==> config.mk <==
export PLATFORM = sky130hd
export DESIGN_NAME = waypoint_segment_feasibility_check
export DESIGN_NICKNAME = d
export VERILOG_FILES = /design/src/rtl/core/wsfc_pkg.sv /design/src/rtl/core/waypoint_segment_feasibility_check.sv
export VERILOG_INCLUDE_DIRS = /design/src /design/src/rtl/core
export SDC_FILE = /design/constraint.sdc
export NUM_CORES = 2
export LEC_CHECK = 0
export BUFFER_PORTS_ARGS = -buffer_cell sky130_fd_sc_hd__buf_2
export CORE_MARGIN = 2
export CORE_UTILIZATION = 45
export DETAILED_ROUTE_END_ITERATION = 7
export PLACE_DENSITY = 0.6
export SETUP_SLACK_MARGIN = 0.2
export SLEW_MARGIN = 40
export SYNTH_ARGS = -nofsm -noshare
export SYNTH_HDL_FRONTEND = slang
export SYNTH_SLANG_ARGS = --single-unit
==> constraint.sdc <==
create_clock -name clk -period 11.21 [get_ports clk]
set_input_delay 2.242 -clock clk [delete_from_list [all_inputs] [get_ports clk]]
set_output_delay 2.242 -clock clk [all_outputs]
set_load 0.005 [all_outputs]
==> src/rtl/core/waypoint_segment_feasibility_check_macros.svh <==
// Assertion helpers for the waypoint segment checker.
// Each macro takes a label, the clock, the active-low reset, a condition and a consequence.
`ifndef WAYPOINT_SEGMENT_FEASIBILITY_CHECK_MACROS_SVH
`define WAYPOINT_SEGMENT_FEASIBILITY_CHECK_MACROS_SVH
`ifndef SYNTHESIS
// Consequence must hold in the same cycle
`define WSFC_ASSERT_IMP(label, ck, rn, ante, cons) \
    label: assert property (@(posedge ck) disable iff (!rn) (ante) |-> (cons)) \
        else $error("wsfc: same-cycle check failed");
// Consequence must hold in the next cycle
`define WSFC_ASSERT_NXT(label, ck, rn, ante, cons) \
    label: assert property (@(posedge ck) disable iff (!rn) (ante) |=> (cons)) \
        else $error("wsfc: next-cycle check failed");
`else
`define WSFC_ASSERT_IMP(label, ck, rn, ante, cons)
`define WSFC_ASSERT_NXT(label, ck, rn, ante, cons)
`endif
`endif

==> src/rtl/core/wsfc_pkg.sv <==
package wsfc_pkg;

    // Field and register widths
    localparam int COORD_WIDTH_DEF = 32;
    localparam int FIELD_W         = 32;
    localparam int ETA_W           = 32;
    localparam int SPEED_W         = 24;
    localparam int DIST_W          = 16;
    localparam int IN_DATA_W       = 4 * FIELD_W;
    localparam int OUT_DATA_W      = 8;
    localparam int CFG_IDX_W       = 3;
    localparam int CFG_DATA_W      = 24;

    // Shared multiplier works on 32-bit limbs
    localparam int LIMB_W = 32;

    // ms to s scale, squared
    localparam int               MILLION_W = 20;
    localparam logic [MILLION_W-1:0] MILLION = 20'd1000000;

    // Register reset values
    localparam logic [SPEED_W-1:0] CRUISE_RST = 24'd1280;
    localparam logic [SPEED_W-1:0] CLIMB_RST  = 24'd512;
    localparam logic [SPEED_W-1:0] MIN_RST    = 24'd0;
    localparam logic [SPEED_W-1:0] MAX_RST    = 24'd2560;
    localparam logic [DIST_W-1:0]  NEAR_RST   = 16'd26;

    typedef enum logic [CFG_IDX_W-1:0] {
        REG_PLAN_IS_4D    = 3'd0,
        REG_CRUISE_SPEED  = 3'd1,
        REG_CLIMB_SPEED   = 3'd2,
        REG_MIN_SPEED     = 3'd3,
        REG_MAX_SPEED     = 3'd4,
        REG_TOO_NEAR_DIST = 3'd5
    } cfg_idx_t;

    typedef enum logic [1:0] {
        CODE_OK     = 2'd0,
        CODE_NEAR   = 2'd1,
        CODE_STEEP  = 2'd2,
        CODE_TIMING = 2'd3
    } seg_code_t;

    // Multiply-accumulate steps of the sequencer
    typedef enum logic [3:0] {
        OP_DX2   = 4'd0,   // dx^2
        OP_DY2   = 4'd1,   // + dy^2, gives d2
        OP_LHS   = 4'd2,   // d2 * 10^6
        OP_DT2   = 4'd3,   // dt^2
        OP_MIN2  = 4'd4,   // min_speed^2
        OP_SLOW  = 4'd5,   // min^2 * dt^2, compare
        OP_MAX2  = 4'd6,   // max_speed^2
        OP_FAST  = 4'd7,   // max^2 * dt^2, compare
        OP_NEAR  = 4'd8,   // too_near^2, compare
        OP_DZ2   = 4'd9,   // dz^2
        OP_CR2   = 4'd10,  // cruise^2
        OP_RISE  = 4'd11,  // dz^2 * cruise^2
        OP_CL2   = 4'd12,  // climb^2
        OP_ALLOW = 4'd13   // climb^2 * d2, compare
    } mac_op_t;

    typedef enum logic [4:0] {
        ST_IDLE = 5'b00001,
        ST_PREP = 5'b00010,
        ST_MUL  = 5'b00100,
        ST_FIN  = 5'b01000,
        ST_DONE = 5'b10000
    } state_t;

endpackage

==> src/rtl/core/waypoint_segment_feasibility_check.sv <==
// Waypoint segment checker: each accepted waypoint closes a segment from the one before and
// yields one result item (checked flag, segment code, plan code). All tests are exact integer
// compares built on one shared 32x32 multiplier that walks limb products into a wide
// accumulator. The wide operand has L = ceil((2*COORD_WIDTH+1)/32) limbs, so L = 3 at the
// default width. An item runs n multiply steps between its acceptance and its result: n = 8
// steps in 2D mode and 14 in 4D mode, fewer when an earlier test already fails; a plan start,
// or a non-positive time step in 4D mode, runs no multiply step. The input side is not ready
// while an item is worked on. A finished result moves to an output register and the next
// waypoint can be taken while it waits there; a result still waiting when the next one is
// finished holds the sequencer until it is taken.
`include "waypoint_segment_feasibility_check_macros.svh"
module waypoint_segment_feasibility_check
    import wsfc_pkg::*;
#(
    parameter int COORD_WIDTH = COORD_WIDTH_DEF
)
(
    input  logic                  clk,
    input  logic                  rst_n,
    // configuration
    input  logic                  cfg_wr_en,
    input  logic [CFG_IDX_W-1:0]  cfg_index,
    input  logic [CFG_DATA_W-1:0] cfg_data,
    // waypoint items
    input  logic                  s_axis_tvalid,
    output logic                  s_axis_tready,
    input  logic [IN_DATA_W-1:0]  s_axis_tdata,   // wp_x, wp_y, wp_z, wp_eta
    input  logic                  s_axis_tuser,   // plan_start
    // result items
    output logic                  m_axis_tvalid,
    input  logic                  m_axis_tready,
    output logic [OUT_DATA_W-1:0] m_axis_tdata    // segment_checked, segment_code, plan_code, pad
);

    // Derived widths
    localparam int MAG_W    = COORD_WIDTH;
    localparam int DIF_W    = COORD_WIDTH + 1;
    localparam int D2_W     = 2 * MAG_W + 1;
    localparam int DZ2_W    = 2 * MAG_W;
    localparam int LHS_W    = D2_W + MILLION_W;
    localparam int RISE_W   = DZ2_W + 2 * SPEED_W;
    localparam int ALLOW_W  = D2_W + 2 * SPEED_W;
    localparam int TIME_W   = 2 * SPEED_W + 2 * ETA_W;
    localparam int ACC_W    = (ALLOW_W > TIME_W) ? ALLOW_W : TIME_W;
    localparam int A_LIMBS  = (D2_W + LIMB_W - 1) / LIMB_W;
    localparam int A_W      = A_LIMBS * LIMB_W;
    localparam int B_W      = 2 * LIMB_W;
    localparam int SUM_W    = (A_LIMBS + 2) * LIMB_W;
    localparam int LI_W     = $clog2(A_LIMBS);
    localparam int SH_W     = $clog2(A_LIMBS + 1);
    localparam int LIMB_SH  = $clog2(LIMB_W);
    localparam int T_W      = 2 * SPEED_W;
    localparam int DT2_W    = 2 * ETA_W;

    // Configuration registers
    logic               plan_is_4d_reg;
    logic [SPEED_W-1:0] cruise_speed_reg;
    logic [SPEED_W-1:0] climb_speed_reg;
    logic [SPEED_W-1:0] min_speed_reg;
    logic [SPEED_W-1:0] max_speed_reg;
    logic [DIST_W-1:0]  too_near_dist_reg;

    // Control
    state_t          state_reg, state_next;
    mac_op_t         op_reg, op_next;
    logic            issue_reg, issue_next;
    logic            pv_reg, pv_next;
    logic [LI_W-1:0] li_reg, li_next;
    logic            lj_reg, lj_next;
    logic [1:0]      code_reg, code_next;
    logic            checked_reg, checked_next;
    logic [1:0]      first_error_reg, first_error_next;
    logic            have_prev_reg, have_prev_next;
    logic            m_valid_reg, m_valid_next;
    logic [OUT_DATA_W-1:0] m_data_reg, m_data_next;

    // Waypoint payload
    logic [MAG_W-1:0] prev_x_reg, prev_y_reg, prev_z_reg;
    logic [ETA_W-1:0] prev_eta_reg;
    logic [DIF_W-1:0] dif_x_reg, dif_y_reg, dif_z_reg;
    logic [MAG_W-1:0] mag_x_reg, mag_y_reg, mag_z_reg;
    logic [ETA_W-1:0] dt_reg;
    logic             dt_pos_reg;
    logic             start_reg;

    // Multiplier datapath and intermediate products
    logic [B_W-1:0]    prod_reg;
    logic [SH_W-1:0]   sh_reg;
    logic [ACC_W-1:0]  acc_reg;
    logic [D2_W-1:0]   d2_reg;
    logic [LHS_W-1:0]  lhs_reg;
    logic [DT2_W-1:0]  dt2_reg;
    logic [T_W-1:0]    t_reg;
    logic [DZ2_W-1:0]  dz2_reg;
    logic [RISE_W-1:0] rise_reg;

    logic              in_accept;
    logic [MAG_W-1:0]  x_raw, y_raw, z_raw;
    logic [ETA_W-1:0]  eta_raw;
    logic [A_W-1:0]    op_a;
    logic [B_W-1:0]    op_b;
    logic [LIMB_W-1:0] a_limb, b_limb;
    logic [SUM_W-1:0]  shifted;
    mac_op_t           fin_op;
    logic              fin_last;
    seg_code_t         fin_code;
    logic [1:0]        plan_code;

    assign in_accept     = s_axis_tvalid && s_axis_tready;
    assign s_axis_tready = (state_reg == ST_IDLE);
    assign m_axis_tvalid = m_valid_reg;
    assign m_axis_tdata  = m_data_reg;

    // Input fields in the coordinate width (zero-extended above the field)
    assign x_raw   = MAG_W'(s_axis_tdata[FIELD_W-1:0]);
    assign y_raw   = MAG_W'(s_axis_tdata[2*FIELD_W-1:FIELD_W]);
    assign z_raw   = MAG_W'(s_axis_tdata[3*FIELD_W-1:2*FIELD_W]);
    assign eta_raw = s_axis_tdata[4*FIELD_W-1:3*FIELD_W];

    // Configuration writes
    always_ff @(posedge clk or negedge rst_n)
    begin
        if (!rst_n)
        begin
            plan_is_4d_reg    <= 1'b0;
            cruise_speed_reg  <= CRUISE_RST;
            climb_speed_reg   <= CLIMB_RST;
            min_speed_reg     <= MIN_RST;
            max_speed_reg     <= MAX_RST;
            too_near_dist_reg <= NEAR_RST;
        end
        else if (cfg_wr_en)
        begin
            unique case (cfg_index)
                REG_PLAN_IS_4D:    plan_is_4d_reg    <= cfg_data[0];
                REG_CRUISE_SPEED:  cruise_speed_reg  <= cfg_data[SPEED_W-1:0];
                REG_CLIMB_SPEED:   climb_speed_reg   <= cfg_data[SPEED_W-1:0];
                REG_MIN_SPEED:     min_speed_reg     <= cfg_data[SPEED_W-1:0];
                REG_MAX_SPEED:     max_speed_reg     <= cfg_data[SPEED_W-1:0];
                REG_TOO_NEAR_DIST: too_near_dist_reg <= cfg_data[DIST_W-1:0];
                default: ;
            endcase
        end
    end

    // Operand select for the current step
    always_comb
    begin
        op_a = '0;
        op_b = '0;
        unique case (op_reg)
            OP_DX2:   begin op_a = A_W'(mag_x_reg);         op_b = B_W'(mag_x_reg);         end
            OP_DY2:   begin op_a = A_W'(mag_y_reg);         op_b = B_W'(mag_y_reg);         end
            OP_LHS:   begin op_a = A_W'(d2_reg);            op_b = B_W'(MILLION);           end
            OP_DT2:   begin op_a = A_W'(dt_reg);            op_b = B_W'(dt_reg);            end
            OP_MIN2:  begin op_a = A_W'(min_speed_reg);     op_b = B_W'(min_speed_reg);     end
            OP_SLOW:  begin op_a = A_W'(dt2_reg);           op_b = B_W'(t_reg);             end
            OP_MAX2:  begin op_a = A_W'(max_speed_reg);     op_b = B_W'(max_speed_reg);     end
            OP_FAST:  begin op_a = A_W'(dt2_reg);           op_b = B_W'(t_reg);             end
            OP_NEAR:  begin op_a = A_W'(too_near_dist_reg); op_b = B_W'(too_near_dist_reg); end
            OP_DZ2:   begin op_a = A_W'(mag_z_reg);         op_b = B_W'(mag_z_reg);         end
            OP_CR2:   begin op_a = A_W'(cruise_speed_reg);  op_b = B_W'(cruise_speed_reg);  end
            OP_RISE:  begin op_a = A_W'(dz2_reg);           op_b = B_W'(t_reg);             end
            OP_CL2:   begin op_a = A_W'(climb_speed_reg);   op_b = B_W'(climb_speed_reg);   end
            OP_ALLOW: begin op_a = A_W'(d2_reg);            op_b = B_W'(t_reg);             end
            default:  ;
        endcase
    end

    assign a_limb  = op_a[li_reg*LIMB_W +: LIMB_W];
    assign b_limb  = op_b[lj_reg*LIMB_W +: LIMB_W];
    assign shifted = SUM_W'(prod_reg) << {sh_reg, {LIMB_SH{1'b0}}};

    // End of a step: what follows, and the verdict where a test decides
    always_comb
    begin
        fin_op   = OP_DX2;
        fin_last = 1'b0;
        fin_code = CODE_OK;
        unique case (op_reg)
            OP_DX2:  fin_op = OP_DY2;
            OP_DY2:  fin_op = plan_is_4d_reg ? OP_LHS : OP_NEAR;
            OP_LHS:  fin_op = OP_DT2;
            OP_DT2:  fin_op = OP_MIN2;
            OP_MIN2: fin_op = OP_SLOW;
            OP_SLOW:
            begin
                if (ACC_W'(lhs_reg) < acc_reg)
                begin
                    fin_last = 1'b1;
                    fin_code = CODE_TIMING;
                end
                else
                begin
                    fin_op = OP_MAX2;
                end
            end
            OP_MAX2: fin_op = OP_FAST;
            OP_FAST:
            begin
                if (ACC_W'(lhs_reg) > acc_reg)
                begin
                    fin_last = 1'b1;
                    fin_code = CODE_TIMING;
                end
                else
                begin
                    fin_op = OP_NEAR;
                end
            end
            OP_NEAR:
            begin
                if (ACC_W'(d2_reg) < acc_reg)
                begin
                    fin_last = 1'b1;
                    fin_code = CODE_NEAR;
                end
                else
                begin
                    fin_op = OP_DZ2;
                end
            end
            OP_DZ2:  fin_op = OP_CR2;
            OP_CR2:  fin_op = OP_RISE;
            OP_RISE: fin_op = OP_CL2;
            OP_CL2:  fin_op = OP_ALLOW;
            OP_ALLOW:
            begin
                fin_last = 1'b1;
                fin_code = (ACC_W'(rise_reg) > acc_reg) ? CODE_STEEP : CODE_OK;
            end
            default: fin_last = 1'b1;
        endcase
    end

    // Plan verdict keeps the first nonzero code
    assign plan_code = (first_error_reg == CODE_OK) ? code_reg : first_error_reg;

    // Sequencer
    always_comb
    begin
        state_next       = state_reg;
        op_next          = op_reg;
        issue_next       = issue_reg;
        pv_next          = 1'b0;
        li_next          = li_reg;
        lj_next          = lj_reg;
        code_next        = code_reg;
        checked_next     = checked_reg;
        first_error_next = first_error_reg;
        have_prev_next   = have_prev_reg;
        m_valid_next     = m_valid_reg;
        m_data_next      = m_data_reg;

        // result taken downstream
        if (m_valid_reg && m_axis_tready)
        begin
            m_valid_next = 1'b0;
        end

        unique case (state_reg)
            ST_IDLE:
            begin
                if (in_accept)
                begin
                    have_prev_next = 1'b1;
                    state_next     = ST_PREP;
                end
            end
            ST_PREP:
            begin
                if (start_reg)
                begin
                    checked_next     = 1'b0;
                    code_next        = CODE_OK;
                    first_error_next = CODE_OK;
                    state_next       = ST_DONE;
                end
                else if (plan_is_4d_reg && !dt_pos_reg)
                begin
                    checked_next = 1'b1;
                    code_next    = CODE_TIMING;
                    state_next   = ST_DONE;
                end
                else
                begin
                    checked_next = 1'b1;
                    op_next      = OP_DX2;
                    issue_next   = 1'b1;
                    li_next      = '0;
                    lj_next      = 1'b0;
                    state_next   = ST_MUL;
                end
            end
            ST_MUL:
            begin
                pv_next = issue_reg;
                if (issue_reg)
                begin
                    if (li_reg == LI_W'(A_LIMBS - 1))
                    begin
                        li_next = '0;
                        lj_next = ~lj_reg;
                        if (lj_reg)
                        begin
                            issue_next = 1'b0;
                        end
                    end
                    else
                    begin
                        li_next = li_reg + 1'b1;
                    end
                end
                else if (!pv_reg)
                begin
                    state_next = ST_FIN;
                end
            end
            ST_FIN:
            begin
                if (fin_last)
                begin
                    code_next  = fin_code;
                    state_next = ST_DONE;
                end
                else
                begin
                    op_next    = fin_op;
                    issue_next = 1'b1;
                    li_next    = '0;
                    lj_next    = 1'b0;
                    state_next = ST_MUL;
                end
            end
            ST_DONE:
            begin
                if (!m_valid_reg || m_axis_tready)
                begin
                    m_valid_next     = 1'b1;
                    m_data_next      = {3'b000, plan_code, code_reg, checked_reg};
                    first_error_next = plan_code;
                    state_next       = ST_IDLE;
                end
            end
            default: state_next = ST_IDLE;
        endcase
    end

    // Control registers
    always_ff @(posedge clk or negedge rst_n)
    begin
        if (!rst_n)
        begin
            state_reg       <= ST_IDLE;
            op_reg          <= OP_DX2;
            issue_reg       <= 1'b0;
            pv_reg          <= 1'b0;
            li_reg          <= '0;
            lj_reg          <= 1'b0;
            code_reg        <= CODE_OK;
            checked_reg     <= 1'b0;
            first_error_reg <= CODE_OK;
            have_prev_reg   <= 1'b0;
            m_valid_reg     <= 1'b0;
            m_data_reg      <= '0;
        end
        else
        begin
            state_reg       <= state_next;
            op_reg          <= op_next;
            issue_reg       <= issue_next;
            pv_reg          <= pv_next;
            li_reg          <= li_next;
            lj_reg          <= lj_next;
            code_reg        <= code_next;
            checked_reg     <= checked_next;
            first_error_reg <= first_error_next;
            have_prev_reg   <= have_prev_next;
            m_valid_reg     <= m_valid_next;
            m_data_reg      <= m_data_next;
        end
    end

    // Waypoint capture: differences to the previous waypoint, then magnitudes
    always_ff @(posedge clk)
    begin
        if (in_accept)
        begin
            dif_x_reg    <= {x_raw[MAG_W-1], x_raw} - {prev_x_reg[MAG_W-1], prev_x_reg};
            dif_y_reg    <= {y_raw[MAG_W-1], y_raw} - {prev_y_reg[MAG_W-1], prev_y_reg};
            dif_z_reg    <= {z_raw[MAG_W-1], z_raw} - {prev_z_reg[MAG_W-1], prev_z_reg};
            dt_reg       <= eta_raw - prev_eta_reg;
            dt_pos_reg   <= eta_raw > prev_eta_reg;
            start_reg    <= s_axis_tuser || !have_prev_reg;
            prev_x_reg   <= x_raw;
            prev_y_reg   <= y_raw;
            prev_z_reg   <= z_raw;
            prev_eta_reg <= eta_raw;
        end
        if (state_reg == ST_PREP)
        begin
            mag_x_reg <= dif_x_reg[DIF_W-1] ? MAG_W'(-dif_x_reg) : dif_x_reg[MAG_W-1:0];
            mag_y_reg <= dif_y_reg[DIF_W-1] ? MAG_W'(-dif_y_reg) : dif_y_reg[MAG_W-1:0];
            mag_z_reg <= dif_z_reg[DIF_W-1] ? MAG_W'(-dif_z_reg) : dif_z_reg[MAG_W-1:0];
        end
    end

    // Shared multiplier: limb product, then shifted accumulate
    always_ff @(posedge clk)
    begin
        if (state_reg == ST_MUL && issue_reg)
        begin
            prod_reg <= a_limb * b_limb;
            sh_reg   <= SH_W'(li_reg) + SH_W'(lj_reg);
        end

        if (state_reg == ST_PREP)
        begin
            acc_reg <= '0;
        end
        else if (state_reg == ST_MUL && pv_reg)
        begin
            acc_reg <= acc_reg + shifted[ACC_W-1:0];
        end
        else if (state_reg == ST_FIN && !fin_last && fin_op != OP_DY2)
        begin
            acc_reg <= '0;
        end

        // keep products that later steps use
        if (state_reg == ST_FIN)
        begin
            unique case (op_reg)
                OP_DY2:  d2_reg   <= acc_reg[D2_W-1:0];
                OP_LHS:  lhs_reg  <= acc_reg[LHS_W-1:0];
                OP_DT2:  dt2_reg  <= acc_reg[DT2_W-1:0];
                OP_MIN2: t_reg    <= acc_reg[T_W-1:0];
                OP_MAX2: t_reg    <= acc_reg[T_W-1:0];
                OP_DZ2:  dz2_reg  <= acc_reg[DZ2_W-1:0];
                OP_CR2:  t_reg    <= acc_reg[T_W-1:0];
                OP_RISE: rise_reg <= acc_reg[RISE_W-1:0];
                OP_CL2:  t_reg    <= acc_reg[T_W-1:0];
                default: ;
            endcase
        end
    end

    // Checks
    `WSFC_ASSERT_IMP(a_fin_drained, clk, rst_n, state_reg == ST_FIN, !issue_reg && !pv_reg)
    `WSFC_ASSERT_IMP(a_unchecked_zero, clk, rst_n, m_valid_reg && !m_data_reg[0], m_data_reg[4:1] == 4'd0)
    `WSFC_ASSERT_NXT(a_plan_sticky, clk, rst_n, state_reg != ST_PREP && first_error_reg != CODE_OK, first_error_reg == $past(first_error_reg))
    `WSFC_ASSERT_NXT(a_accept_prep, clk, rst_n, in_accept, state_reg == ST_PREP && !s_axis_tready)

endmodule
[Word level (Yosys, flattened, before mapping)]
Index checks and enable logic that the tools add are counted.
Word-level totals
  bits in latches: 0
  bits in writable memories: 0
  logic and storage cells: 208
  bits of input ports: 161
  memories kept: 0
  bits in read-only memories: 0
  output and inout port bits: 10
  bits in registers: 1113
Cells by class
  divide/modulo/power cells: 0
  $mul: 1
  $lt $le $gt $ge: 5
  add/sub/neg operators: 10
  shift-type cells: 3
  multiplexer cells: 65
  bitwise logic cells: 1
  equal/unequal tests: 37
  reductions and logical operators: 46
Operators with widths (number)
  65-bit one-hot mux with 12 select lines: 1
  48-bit one-hot mux with 11 select lines: 1
  113-bit two-way mux: 2
  113-bit adder: 1
  112-bit by 113-bit > comparator with 1-bit output: 1
  85-bit by 113-bit > comparator with 1-bit output: 1
  65-bit by 113-bit less-than comparator with 1-bit output: 1
  85-bit by 113-bit less-than comparator with 1-bit output: 1
  64-bit by 7-bit left shift with 113-bit output: 1
  32-bit by 32-bit subtractor with 33-bit output: 3
  32-bit two-way mux: 3
  32-bit negator: 3
  96-bit by 8-bit indexed part select with 32-bit output: 1
  32-bit by 32-bit multiplier with 64-bit output: 1
  64-bit by 7-bit indexed part select with 32-bit output: 1
  4-bit one-hot mux with 13 select lines: 1
  5-bit two-way mux: 7
  32-bit > comparator: 1
  32-bit subtractor: 1
  2-bit two-way mux: 14
  2-bit AND reduction: 14
  5-bit one-hot mux with 5 select lines: 1
  4-bit == test, second input constant: 6
  4-bit two-way mux: 6
  other kinds (42): 95

[Longest topological paths before layout]
  word-level depth: 8
  depth in mapped cells: 42
  mapped depth without buffers: 38

[Least setup slack after synthesis]
Ideal clock, no wire load.
  path kind: register to register
  from: register op_reg[2]
  to: register prod_reg[60], data pin
  stages on the path, launching flop included: 38
  period minus slack after synthesis: 9.465 ns
  setup time: 0.262 ns
  required time: 10.948 ns
  buffers on the path: 5
  path slack: 1.745 ns
  arrival time: 9.203 ns
  path through: dfrtp_1 -> clkbuf_1 -> or2_2 -> clkbuf_1 -> nor2_1 -> clkbuf_1 -> buf_1 -> a22oi_1 -> nand3_1 -> a21oi_1 -> a21oi_1 -> a31o_2 -> clkbuf_1 -> nand2_1 -> fa_1 -> inv_1 -> fa_1 -> inv_1 -> (+2 left out) -> inv_1 -> fa_1 -> fa_1 -> fa_1 -> inv_1 -> fa_1 -> inv_1 -> ha_1 -> a21o_1 -> a21o_1 -> a21o_1 -> or4_1 -> o211ai_1 -> a21oi_1 -> o211ai_1 -> o21bai_1 -> o31ai_1 -> xnor2_1
Between the ends
  cells in the longest elaborated chain, start to end: 5
  elaborated cells between the ends (all ways): 22
  those cells by class: mul: 1; eq/ne: 13; shift: 2; mux: 2; reduce/logical: 4
Ends and longest elaborated chain
  start, declared: line waypoint_segment_feasibility_check.sv:65  | mac_op_t op_reg, op_next;
  start signal, assigned: line waypoint_segment_feasibility_check.sv:370  | op_reg <= op_next;
  4-bit by 2-bit == test with 1-bit output (tied with other cells): line waypoint_segment_feasibility_check.sv:151  | unique case (op_reg)
  2-bit OR reduction (no line) / 4-bit OR reduction (equally long branches)
  65-bit one-hot mux with 12 select lines / 48-bit one-hot mux with 11 select lines (equally long branches): line waypoint_segment_feasibility_check.sv:151
  96-bit by 8-bit indexed part select with 32-bit output / 64-bit by 7-bit indexed part select with 32-bit output (equally long branches): line waypoint_segment_feasibility_check.sv:170, waypoint_segment_feasibility_check.sv:171
  32-bit by 32-bit multiplier with 64-bit output *: line waypoint_segment_feasibility_check.sv:413  | prod_reg <= a_limb * b_limb;
  end signal, assigned: line waypoint_segment_feasibility_check.sv:413
  end, declared: line waypoint_segment_feasibility_check.sv:87  | logic [B_W-1:0] prod_reg;
Every way passes the cells marked *; elsewhere a longest branch is shown, timed or not.
A chain may end at the register's enable or synchronous reset.

[Worst setup path after layout]
  from: register op_reg[2]
  to: register prod_reg[56], data pin
The elaborated chain is that of the path after synthesis.

==> flow_metrics.tcl <==
set metrics [dict create \
    finalHoldViolCount 0 \
    pre_cts_slack_ns -0.05668 \
    maxCapViolCount 0 \
    syn_area_per_cell_sq_um 10.15 \
    synthTopCellsByCount "inv_1, nand2_1, fa_1" \
    async_flop_share 0.1249 \
    syn_area_sq_um 92940 \
    start_util 0.4534 \
    hold_path_class "flip-flop to flip-flop" \
    final_cell_area_sq_um 102900 \
    fin_crit_sh 0.9603 \
    finalSetupTns_ns 0 \
    drc 0 \
    ctsHoldBuffers 0 \
    drive_above_1_share 0.1009 \
    seq_area_frac_synth 0.3401 \
    first_global_vias 71670 \
    drtAntennaViolNets 0 \
    ys_ff_latch 1113 \
    synthCells 9161 \
    crit_type "flip-flop to flip-flop" \
    worst_slew_pin_slew_ns 0.9146 \
    dr.first_iter.drc_count 6665 \
    dieWidth_um 458.5 \
    setup_violations 0 \
    synthTopCellsByArea "edfxtp_1, fa_1, ha_1, inv_1, nand2_1" \
    critPathMaxFanout 11 \
    slowest_stage "a21oi_1" \
    cts.sinks 1113 \
    arrival_ns 11.24 \
    gp_congestion 0.9878 \
    routed_wl_mm 321.7 \
    io_buffers 167 \
    clockBufferDepth 3 \
    yosysMostFrequentCell "inv_1" \
    antenna_found_initial 25 \
    root_buffer "clkbuf_16" \
    die_area_sq_um 210200 \
    drt-wirelength-per-cell_um 26.50 \
    largest_reg_flops 113 \
    cts_tree "built" \
    drt_first_pass_iters 7 \
    placed_area_sq_um 98250 \
    clk_pin_slew_ns 0.06 \
    synth.top_cell.area_share 0.2782 \
    coreArea_sq_um 205000 \
    num-nets-final 11160 \
    clock.fmax_mhz 92.90 \
    max_stage_delay_ns 0.62 \
    outcome "finished, final reports clean" \
    grt_max_degree 152 \
    grt_pass1_wl_mm 474.1 \
    gr-total-overflow 0 \
    top_level_ports 171 \
    cp-end-kind "flip-flop" \
    ys_types 97 \
    area.growth.synth_to_final_pct 10.72 \
    period_minus_slack_ns 10.76 \
    grt.total_usage 0.3061 \
    insertion_delay_ns 0.81 \
    cp_common_cell "fa_1" \
    rows 166 \
    synth_ff_type "edfxtp_1" \
    hold_ws_ns 0.4727 \
    cp-start-kind "flip-flop" \
    slew_viol_final 0 \
    die-height_um 458.5 \
    synth_edf_count 861 \
    numCtsBuffers 130 \
    grt_setup_unrepaired "true" \
    synth_top_cell_by_area "edfxtp_1" \
    vias 70450 \
    cp.required_ns 11.68 \
    layout_setup_ws_ns 0.4455 \
    dp_hpwl_mm 253.7 \
    synth_warnings 0 \
    viasPerCell 5.804 \
    fin_worst_skew_ns 0.07073 \
    slew_headroom 0.3729 \
    cts.htree.levels 4 \
]
==> layout make-up <==
type                    instances  area (sq um)
inverters                    1343          5044
repair buffers                415          3052
clock buffers                 170          3536
flip-flops and latches       1113         31610
multi-input cells            6330         55440
well taps                    2688          3363
fillers                     18570        102100
diodes                          9         22.52
clock inverters                70         843.3
==> critical path, delay by kind of cell, from the launching register on <==
kind	cells	cell delay, ns
adder cells (fa/ha/maj)	9	4.34
AO/OA/AOI/OAI	12	3.07
buffers and inverters	11	1.46
AND/OR/NAND/NOR	6	0.90
flip-flops	1	0.45
XOR/XNOR	1	0.17
==> cells in the final DEF, fill, tap and decap left out, types with 70 or more instances in the layout <==
cell type | netlist | layout
a21o_1 | 279 | 277
a21oi_1 | 394 | 384
a22oi_1 | 121 | 120
and2_1 | 72 | 70
buf_2 | 11 | 167
buf_4 | 3 | 212
clkbuf_16 | 0 | 132
dfrtp_1 | 130 | 128
dfxtp_1 | 113 | 113
edfxtp_1 | 861 | 861
fa_1 | 901 | 901
ha_1 | 768 | 768
inv_1 | 1341 | 1340
mux2_2 | 129 | 129
nand2_1 | 925 | 922
nand3_1 | 98 | 97
nand4_1 | 126 | 126
nor2_1 | 794 | 773
nor2b_1 | 77 | 75
o21ai_0 | 330 | 328
xnor2_1 | 264 | 263
xor2_1 | 90 | 90
==> through the flow <==
stage,utilization,std cells
global placement,0.4783,11880
finish,0.5020,12140
CTS,0.5008,12120
floorplan,-,9163
global route,0.5019,12130
detailed placement,0.4793,11880
==> per-layer routing <==
layer	part of all wire	global-route usage	wire, um
met2	0.45	0.4847	146000
met3	0.079	0.05556	25420
met4	0.063	0.1667	20320
met1	0.40	0.3988	129800
met5	0.00070	0	224
==> cell families after synthesis <==
family / count (synthesis) / synth area share
compound gates: 1726 / 0.1243
xor+xnor: 354 / 0.03336
fa+ha+maj: 1669 / 0.2975
buf+inv: 1720 / 0.06982
flops: 1113 / 0.3401
mux: 166 / 0.01961
other cells: 1 / 0.00004035
simple gates: 2412 / 0.1153
==> what timing repair did <==
| action | in CTS | in global routing |
|---|---|---|
| setup buffers | 0 | 2 |
| gates resized for setup | 14 | 26 |
| endpoints found under the setup margin | 7 | 21 |
| pin swaps | 0 | 2 |
==> path summary, 6_finish.rpt <==
path | start | end | slack [ns] | depth (start not counted)
setup / recovery | op_reg[2] | prod_reg[56] | 0.45 | 39
hold / removal | have_prev_reg | have_prev_reg | 0.47 | 1
setup reg to reg | op_reg[2] | prod_reg[56] | 0.45 | 39
hold reg to reg | have_prev_reg | have_prev_reg | 0.47 | 1
max in group asynchronous | rst_n | climb_speed_reg[20] | 8.63 | 2
min in group asynchronous | rst_n | cruise_speed_reg[4] | 1.48 | 1
Power is not shown: default switching activity piles up to over one toggle a cycle in this logic, so the estimate is an artifact.
